### src/hw/rtl/cbez_pkg.sv
// Shared widths, types and register codes for the cubic Bezier point unit.
// No dependencies; used by every module under hw/rtl.
`default_nettype none

package cbez_pkg;

    localparam int COORD_W = 12;
    localparam int FRAC_W  = 16;
    localparam int T_W     = FRAC_W + 1;
    localparam int T_SW    = T_W + 1;

    localparam logic [T_W-1:0] T_ONE = T_W'(1) << FRAC_W;

    // level 1 (linear)
    localparam int D1_W = COORD_W + 1;
    localparam int M1_W = D1_W + T_SW;
    localparam int Q_W  = COORD_W + FRAC_W;
    // level 2 (quadratic)
    localparam int D2_W = Q_W + 1;
    localparam int M2_W = D2_W + T_SW;
    localparam int R_W  = COORD_W + 2 * FRAC_W;
    // level 3 (cubic), multiplied in two halves
    localparam int D3_W = R_W + 1;
    localparam int LO_W = (D3_W + 1) / 2;
    localparam int HI_W = D3_W - LO_W;
    localparam int PL_W = LO_W + T_W;
    localparam int PH_W = HI_W + T_SW;
    localparam int S_W  = COORD_W + 3 * FRAC_W;

    localparam int IDX_W = 4;

    typedef logic signed [COORD_W-1:0] coord_t;

    typedef struct packed {
        coord_t [3:0] x;
        coord_t [3:0] y;
    } ctrl_pts_t;

    typedef enum logic [IDX_W-1:0] {
        REG_CTRL0_X = 4'd0,
        REG_CTRL0_Y = 4'd1,
        REG_CTRL1_X = 4'd2,
        REG_CTRL1_Y = 4'd3,
        REG_CTRL2_X = 4'd4,
        REG_CTRL2_Y = 4'd5,
        REG_CTRL3_X = 4'd6,
        REG_CTRL3_Y = 4'd7
    } reg_idx_t;

endpackage

`default_nettype wire

### src/hw/rtl/cbez_cfg_regs.sv
// Control point register file, written through the configuration channel.
// Depends on cbez_pkg.
`default_nettype none

module cbez_cfg_regs (
    input  wire logic                        clk,
    input  wire logic                        rst_n,
    input  wire logic                        cfg_valid,
    input  wire logic [cbez_pkg::IDX_W-1:0]  cfg_index,
    input  wire logic [cbez_pkg::COORD_W-1:0] cfg_data,
    output cbez_pkg::ctrl_pts_t              pts
);

    cbez_pkg::ctrl_pts_t pts_reg;
    cbez_pkg::ctrl_pts_t pts_next;

    always_comb
    begin
        pts_next = pts_reg;
        if (cfg_valid)
        begin
            unique case (cfg_index)
                cbez_pkg::REG_CTRL0_X: pts_next.x[0] = cfg_data;
                cbez_pkg::REG_CTRL0_Y: pts_next.y[0] = cfg_data;
                cbez_pkg::REG_CTRL1_X: pts_next.x[1] = cfg_data;
                cbez_pkg::REG_CTRL1_Y: pts_next.y[1] = cfg_data;
                cbez_pkg::REG_CTRL2_X: pts_next.x[2] = cfg_data;
                cbez_pkg::REG_CTRL2_Y: pts_next.y[2] = cfg_data;
                cbez_pkg::REG_CTRL3_X: pts_next.x[3] = cfg_data;
                cbez_pkg::REG_CTRL3_Y: pts_next.y[3] = cfg_data;
                default: ;
            endcase
        end
    end

    always_ff @(posedge clk or negedge rst_n)
    begin
        if (!rst_n)
        begin
            pts_reg <= '0;
        end
        else
        begin
            pts_reg <= pts_next;
        end
    end

    assign pts = pts_reg;

endmodule

`default_nettype wire

### config.mk
export PLATFORM = sky130hd
export DESIGN_NAME = cbez_cfg_regs
export DESIGN_NICKNAME = d
export VERILOG_FILES = /design/src/hw/rtl/cbez_pkg.sv /design/src/hw/rtl/cbez_cfg_regs.sv
export SDC_FILE = /design/constraint.sdc
export NUM_CORES = 1
export LEC_CHECK = 0
export ABC_AREA = 1
export BUFFER_PORTS_ARGS = -buffer_cell sky130_fd_sc_hd__buf_4
export CORE_MARGIN = 3
export CORE_UTILIZATION = 45
export CTS_CLUSTER_SIZE = 8
export DETAILED_ROUTE_END_ITERATION = 10
export GPL_TIMING_DRIVEN = 0
export HOLD_SLACK_MARGIN = 0.05
export PLACE_DENSITY = 0.71
export SYNTH_ARGS = -nofsm -noshare
export SYNTH_HDL_FRONTEND = slang
export SYNTH_SLANG_ARGS = --single-unit
### constraint.sdc
create_clock -name clk -period 0.8 [get_ports clk]
set_input_delay 0.08 -clock clk [delete_from_list [all_inputs] [get_ports clk]]
set_output_delay 0.08 -clock clk [all_outputs]
set_load 0.03 [all_outputs]
==> impl_metrics.ini <==
[layout]
largest_register_ffs = 96
final_cell_mix = nand2_1, buf_6, dfrtp_1
drive_gt1_share_pct = 37.24
final_nets = 629
diodes = 0
syn_to_final_growth_pct = 46.02
final_common_cell = nand2_1
stdcell_count = 723

[global_routing]
grt_max_degree = 97
track_usage_pct = 23.90
antenna_found_initial = 0
grt_pass1_vias = 3607
gr-total-overflow = 0
grt_pass1_wl_um = 18630

[setup_path]
crit_family = flip-flops
crit_slowest_cell = dfrtp_1
timing.critical_path.from = pts[6]
critPathArrivalTime_ns = 0.93
critical_path.max_stage_delay_ns = 0.42
worstSetupPathType = flip-flop to output port
worstReg2RegStart = pts[21]
critical_path.cell_chain = buf_6
crit_buf_inv = 1
cp.required_ns = 0.72
startpoint_type = flip-flop
critPathMaxFanout = 2
end_kind = output port

[sta]
rsz0062_at_grt = true
finalHoldViolCount = 96
slew_headroom_pct = 43.08
setup_viol = 97
min_period_ns = 1.013
fmax_mhz = 987.0
final.period_utilization_pct = 126.6
slew_violations = 0
skew_ns = 0
fin_ws_ns = -0.2131
holdWs_ns = -0.2152
worst_pin_slew_ns = 0.8538

[run]
max_cap_viol_count = 0

[routing]
ant_nets = 0
drt_iter0_markers = 185
wl_per_cell_um = 16.42
routed_wl_um = 11880
vias_per_cell = 5.109
vias = 3694
drt_drc_violations_left = 0
drtPass1Iterations = 5

[synth]
synth_cells = 462
ys_seq_area_share_pct = 59.06
yosysWarnings = 0
synthSimpleGateAreaFrac_pct = 31.65
synth_top_family_by_area = simple AND/OR/NAND/NOR gates
ys_ff_latch = 96
syn_avg_cell_area_um2 = 8.804
muxShareOfSynthArea_pct = 0
synthesis.area_um2 = 4068
synth_fa_ha_area_share_pct = 0
synth_nets = 481
synth-compound-area-share_pct = 2.215
synthDistinctLibCells = 16
synthXorXnorAreaFrac_pct = 0

[floorplan]
die_w_um = 101.1
io_pins = 115
core_um2 = 8763
dieArea_um2 = 10220
initial_utilization_pct = 46.42
fp.dieH_um = 101.1
fp-row-count = 34

[clock_network]
clk_latency_ns = 0.35
cts_sinks = 96
hold_buffers = 1
root_buffer = clkbuf_8
cts_tree = built
clk_pin_slew_ns = 0.09
htreeDepth = 3
max-clock-path-buffers = 2
numCtsBuffers = 9

[placed_design]
place_inst = 671
preCtsSetupSlack_ns = -0.4581
dp_hpwl_um = 7581
place_congestion = 0.8024
portBuffers = 101

[status]
outcome = finished with violations
violations = negative hold slack, negative setup slack

[pwr]
sequentialPowerShare_pct = 38.9
p_clk_share_pct = 23.3
pwr-share-comb_pct = 37.8
max-vdd-ir-drop_mv = 1.551
leakage_nw = 3.192
p_per_area_nw_per_um2 = 2901
cell_internal_pwr_mw = 11.14
swShare_pct = 35.37
power.switching_mw = 6.096

[min_path]
min_path_type = primary input to async pin
synthesized netlist by cell type:
| master | instances | area [µm²] |
|---|---|---|
| nand3_1 | 14 | 70.07 |
| nand2_1 | 230 | 863.3 |
| inv_2 | 3 | 11.26 |
| nand4_1 | 36 | 225.2 |
| nand2_2 | 4 | 25.02 |
| nor2_4 | 3 | 33.78 |
| nor2_2 | 3 | 18.77 |
| dfrtp_1 | 96 | 2402 |
| buf_4 | 7 | 52.55 |
| inv_1 | 15 | 56.30 |
| buf_6 | 2 | 22.52 |
| buf_2 | 26 | 130.1 |
| o21bai_1 | 12 | 90.09 |
| clkbuf_1 | 4 | 15.01 |
| nand3_2 | 4 | 40.04 |
| nor2_1 | 3 | 11.26 |
stage by stage:
| step | hold slack (ns) | area (µm²) | TNS (ns) | utilization [%] | power, mW |
|---|---|---|---|---|---|
| after floorplan | -0.2156 | 4110 | -0.3527 | - | 9.650 |
| after global placement | 0.3908 | 5004 | -53.63 | 57.10 | 11.79 |
| after detailed placement | 0.3969 | 5004 | -56.82 | 57.10 | 11.90 |
| after CTS | -0.1641 | 5799 | -19.24 | 66.18 | 17.00 |
| after global routing | -0.1435 | 5939 | -21.78 | 67.78 | 18.01 |
| final | -0.2152 | 5939 | -18.41 | 67.78 | 17.23 |
logic make-up after synthesis:
kind of cell / count (synthesis)
DFF: 96
buffers and inverters: 57
AOI/OAI and AO/OA: 12
and+or+nand+nor: 297
power groups by stage:
stage	registers [mW]	clock network, mW	logic (mW)
4_1_cts	6.69	4.04	6.27
5_1_grt	6.81	4.28	6.92
6_report	6.71	4.02	6.51
3_3_place_gp	6.57	0	5.23
2_1_floorplan	8.54	0	1.11
3_5_place_dp	6.59	0	5.31
repair_timing:
item,CTS,global route
pin swaps,0,0
resized for setup,97,15
setup buffers,21,14
endpoints found under the setup margin,108,117
hold endpoints to repair,102,97
worst paths after layout:
check / endpoint / slack, ns / cells past startpoint
worst max-delay path: pts[6] / -0.21 / 1
worst min-delay path: pts[91] / -0.22 / 1
worst max register to register: pts[21] / -0.02 / 4
worst min register to register: pts[41] / 0.51 / 2
max in group asynchronous: pts[24] / 0.37 / 1
min in group clk: pts[36] / 0.04 / 4
routing by layer:
layer	GRT usage, %	up-vias	share of wire (%)
li1	-	1736	-
met4	9.611	0	3.1
met2	36.67	171	47
met5	0	-	0
met3	7.128	33	9.2
met1	31.81	1754	41
final cells by class:
| class | count | area, µm² |
|---|---|---|
| Tap cell | 108 | 135.1 |
| Fill cell | 696 | 2824 |
| Sequential cell | 96 | 2417 |
| Multi-Input combinational cell | 309 | 1400 |
| Timing Repair Buffer | 137 | 1410 |
| Clock inverter | 4 | 98.84 |
| Inverter | 18 | 67.56 |
| Buffer | 39 | 245.2 |
| Clock buffer | 12 | 165.2 |
Power figures use the tool's default switching activity.
