===== config.mk =====
export PLATFORM = sky130hd
export DESIGN_NAME = cbez_round
export DESIGN_NICKNAME = d
export VERILOG_FILES = /design/src/hw/rtl/cbez_pkg.sv /design/src/hw/rtl/cbez_round.sv
export SDC_FILE = /design/constraint.sdc
export NUM_CORES = 1
export LEC_CHECK = 0
export ABC_AREA = 1
export BUFFER_PORTS_ARGS = -buffer_cell sky130_fd_sc_hd__buf_2
export CORE_MARGIN = 4
export CORE_UTILIZATION = 34
export DETAILED_ROUTE_END_ITERATION = 10
export GPL_TIMING_DRIVEN = 0
export PLACE_DENSITY = 0.78
export SETUP_SLACK_MARGIN = 0.15
export SLEW_MARGIN = 15
export SYNTH_ARGS = -nofsm -noshare
export SYNTH_HDL_FRONTEND = slang
export SYNTH_SLANG_ARGS = --single-unit
export TNS_END_PERCENT = 100

===== constraint.sdc =====
create_clock -name clk -period 0.8 [get_ports clk]
set_input_delay 0 -clock clk [delete_from_list [all_inputs] [get_ports clk]]
set_output_delay 0 -clock clk [all_outputs]
set_load 0.005 [all_outputs]

===== src/hw/rtl/cbez_pkg.sv =====
// Shared widths, types and register codes for the cubic Bezier point unit.
// No dependencies; used by every module under hw/rtl.
`default_nettype none

package cbez_pkg;

    localparam int COORD_W = 12;
    localparam int FRAC_W  = 16;
    localparam int T_W     = FRAC_W + 1;
    localparam int T_SW    = T_W + 1;

    localparam logic [T_W-1:0] T_ONE = T_W'(1) << FRAC_W;

    // level 1 (linear)
    localparam int D1_W = COORD_W + 1;
    localparam int M1_W = D1_W + T_SW;
    localparam int Q_W  = COORD_W + FRAC_W;
    // level 2 (quadratic)
    localparam int D2_W = Q_W + 1;
    localparam int M2_W = D2_W + T_SW;
    localparam int R_W  = COORD_W + 2 * FRAC_W;
    // level 3 (cubic), multiplied in two halves
    localparam int D3_W = R_W + 1;
    localparam int LO_W = (D3_W + 1) / 2;
    localparam int HI_W = D3_W - LO_W;
    localparam int PL_W = LO_W + T_W;
    localparam int PH_W = HI_W + T_SW;
    localparam int S_W  = COORD_W + 3 * FRAC_W;

    localparam int IDX_W = 4;

    typedef logic signed [COORD_W-1:0] coord_t;

    typedef struct packed {
        coord_t [3:0] x;
        coord_t [3:0] y;
    } ctrl_pts_t;

    typedef enum logic [IDX_W-1:0] {
        REG_CTRL0_X = 4'd0,
        REG_CTRL0_Y = 4'd1,
        REG_CTRL1_X = 4'd2,
        REG_CTRL1_Y = 4'd3,
        REG_CTRL2_X = 4'd4,
        REG_CTRL2_Y = 4'd5,
        REG_CTRL3_X = 4'd6,
        REG_CTRL3_Y = 4'd7
    } reg_idx_t;

endpackage

`default_nettype wire


===== src/hw/rtl/cbez_round.sv =====
// Truncate the exact curve sum toward zero and register the result.
// Depends on cbez_pkg.
`default_nettype none

module cbez_round (
    input  wire logic                           clk,
    input  wire logic                           rst_n,
    input  wire logic                           in_valid,
    input  wire logic signed [cbez_pkg::S_W-1:0] sum_x,
    input  wire logic signed [cbez_pkg::S_W-1:0] sum_y,
    output logic                                result_valid,
    output logic signed [cbez_pkg::COORD_W-1:0] curve_x,
    output logic signed [cbez_pkg::COORD_W-1:0] curve_y
);

    localparam int S_W    = cbez_pkg::S_W;
    localparam int SH     = 3 * cbez_pkg::FRAC_W;
    localparam int COORD_W = cbez_pkg::COORD_W;

    logic                      valid_reg;
    logic signed [COORD_W-1:0] x_reg, y_reg;
    logic signed [COORD_W-1:0] x_next, y_next;
    logic                      x_up, y_up;

    // floor plus one where negative with a nonzero fraction
    assign x_up   = sum_x[S_W-1] && (|sum_x[SH-1:0]);
    assign y_up   = sum_y[S_W-1] && (|sum_y[SH-1:0]);
    assign x_next = $signed(sum_x[S_W-1:SH]) + $signed({{(COORD_W-1){1'b0}}, x_up});
    assign y_next = $signed(sum_y[S_W-1:SH]) + $signed({{(COORD_W-1){1'b0}}, y_up});

    always_ff @(posedge clk)
    begin
        x_reg <= x_next;
        y_reg <= y_next;
    end

    always_ff @(posedge clk or negedge rst_n)
    begin
        if (!rst_n)
        begin
            valid_reg <= 1'b0;
        end
        else
        begin
            valid_reg <= in_valid;
        end
    end

    assign result_valid = valid_reg;
    assign curve_x      = x_reg;
    assign curve_y      = y_reg;

endmodule

`default_nettype wire


==> flow_metrics.py <==
metrics = {
    "timing": {
        "fin_hold_ws_ns": -0.06439,
        "period_share_pct": 146.8,
        "fin_crit_ns": 1.174,
        "max_slew_margin_pct": 84.88,
        "rsz0062_at_grt": "true",
        "hold_viol": 13,
        "finalWorstSetupSlack_ns": -0.3743,
        "worst_pin_slew_ns": 0.2251,
        "timing.fmax_mhz": 851.6,
        "slew_violations": 0,
        "setup_viol": 22,
    },
    "global_route": {
        "grt_antenna_before_repair": 0,
        "overflow": 0,
        "grt_pass1_vias": 1802,
        "track_usage_pct": 18.97,
        "grt_pass1_wl_um": 7610,
        "grt_start_max_net_pins": 16,
    },
    "clock_network": {
        "cts_buffers": 3,
        "cts_hold_buffers": 7,
        "cts_tree": "yes",
        "htreeDepth": 1,
        "clk_pin_slew_ns": 0.09,
        "clk_path_buf_depth": 2,
        "cts_root_buf": "clkbuf_8",
        "clock-sinks": 25,
    },
    "min_path": {
        "hold_path_depth": 2,
        "worstHoldPathType": "input port to flop",
        "hp-start": "sum_x[57]",
        "hold_path_end": "curve_x[9]",
    },
    "place": {
        "place_area_um2": 2218,
        "hpwlAfterDp_um": 3724,
        "dp_cells": 377,
        "port_buffers": 147,
        "place_congestion": 0.7948,
    },
    "synthesis": {
        "ys_warn_count": 0,
        "avgSynthCellArea_um2": 7.157,
        "synth_area_um2": 1302,
        "yosysTopAreaCellShare_pct": 36.89,
        "synth_top_cells_by_area": "dfxtp_1, nor2_1, nand2_1, xor2_1, xnor2_1",
        "postSynthCellCount": 182,
        "synth-seq-cells": 25,
        "yosysSeqAreaShare_pct": 38.81,
        "synth_fp_nets": 310,
        "synth.distinct_cells": 16,
        "yosys.area.top_type": "dfxtp_1",
    },
    "detailed_routing": {
        "post_drt_via_cell_ratio": 4.537,
        "vias": 1801,
        "wire_per_inst_um": 13.55,
        "final_antenna_net_count": 0,
        "wl_um": 5381,
        "drtIter0Drc": 44,
        "firstDrtPassIters": 4,
        "drc_errors": 0,
    },
    "worst_setup_path": {
        "critPathKind": "input port to flop",
        "crit_path_start_kind": "input port",
        "worstPathRequired_ns": 0.95,
        "cp-end-kind": "flop",
        "path_max_fanout": 2,
        "arrival_ns": 1.33,
    },
    "final_layout": {
        "layout.area.seq_um2": 514.2,
        "final_area_um2": 2949,
        "mostFrequentLayoutCells": "buf_2, buf_6, nor2_1, nand2_1",
        "layout_commonest_cell": "buf_2",
        "multi_input_comb_area_um2": 1092,
        "fillers": 246,
        "fin_nets": 478,
        "layout-drive-gt1-share_pct": 66.48,
        "diodes": 0,
        "stdcell_count": 397,
        "area_growth_pct": 126.4,
    },
    "floorplanning": {
        "die_area_um2": 4885,
        "dieHeight_um": 69.90,
        "start_util_pct": 35.31,
        "dieWidth_um": 69.90,
        "num_io_pins": 148,
        "core_um2": 3689,
        "rows": 22,
    },
    "status": {
        "status": "finished with violations",
        "failed_checks": "negative hold slack, negative setup slack",
    },
    "pwr": {
        "p_leak_uw": 0.001390,
        "worst_ir_drop_vdd_mv": 0.7725,
        "p_per_area_nw_per_um2": 1051,
    },
    "job": {
        "maxCapViolations": 0,
    },
}
## worst max path at each step
stage	from	cells after the start	end
2_1_floorplan	sum_x[33]	13	curve_x[10]
3_3_place_gp	sum_x[4]	14	curve_x[10]
3_5_place_dp	sum_x[33]	14	curve_x[10]
4_1_cts	sum_x[1]	14	curve_x[10]
5_1_grt	sum_x[1]	14	curve_x[10]
6_report	sum_x[1]	14	curve_x[10]
## flip-flops by register name (all words and copies together) (netlist names)
| signal | cells |
|---|---|
| curve_x | 12 |
| curve_y | 12 |
| result_valid | 1 |
## report_power, final
group	leakage (µW)	internal, µW	total (µW)	switching, µW
logic	0.00115	608	998	389
clock network	0.0000217	352	739	387
registers	0.000214	1340	1360	24.0
## critical path: stages
cell	delay, ns
buf_6	0.10
nor2_4	0.10
nand2_1	0.07
nor2_1	0.10
nand2_1	0.07
nor2_1	0.10
a21oi_1	0.07
ha_2	0.19
ha_4	0.17
nand3_4	0.07
nor2_4	0.04
nand2_2	0.08
nor2_2	0.04
xor2_1	0.13
## kinds of logic after synthesis
family          share of synthesized area (%)
xor+xnor                                13.45
buf+inv                                 2.018
simple gates                            40.15
flops                                   38.81
compound gates                         0.7685
fa+ha+maj                               4.803
## final cells by class
type                       instances  share of cell area (%)
clock buffer                       3                   1.400
sequential                        25                   17.44
clock inverter                     1                  0.2546
multi-input combinational        150                   37.04
tap                               48                   2.036
timing repair buffer             163                   40.86
inverter                           7                  0.9758
## Yosys cell counts
master,n
a21oi_1,2
dfrtp_1,1
dfxtp_1,24
ha_1,5
inv_1,7
nand2_1,33
nand2_2,4
nand3_1,6
nand3_2,2
nand4_1,4
nor2_1,67
nor2_2,5
nor2_4,1
nor3_1,1
xnor2_1,8
xor2_1,12
## per-stage QoR
step	hold slack (ns)	worst slack [ns]	setup TNS, ns	util (%)	total power [µW]
6_report	-0.06439	-0.3743	-5.023	79.95	3098
5_1_grt	-0.06873	-0.4687	-6.758	79.95	3271
4_1_cts	-0.06642	-0.3577	-4.591	70.05	2928
3_5_place_dp	-0.2240	-0.6930	-11.13	60.14	2059
3_3_place_gp	-0.2247	-0.6170	-10.55	60.14	2040
2_1_floorplan	-0.2956	-0.4203	-5.268	-	1594
## routing by layer
metal	wire [µm]	global-route usage (%)
met2	3010	35.26
met4	182	8.936
met1	1728	19.39
met5	0	0
met3	460	5.180
## what timing repair did
item | in CTS | in global routing
gates resized for setup | 42 | 71
buffers inserted | 4 | 5
pin swaps | 25 | 32
hold endpoints to repair | 21 | 13
endpoints found under the setup margin | 49 | 49
Note: power is estimated with default switching activity, not from simulation.
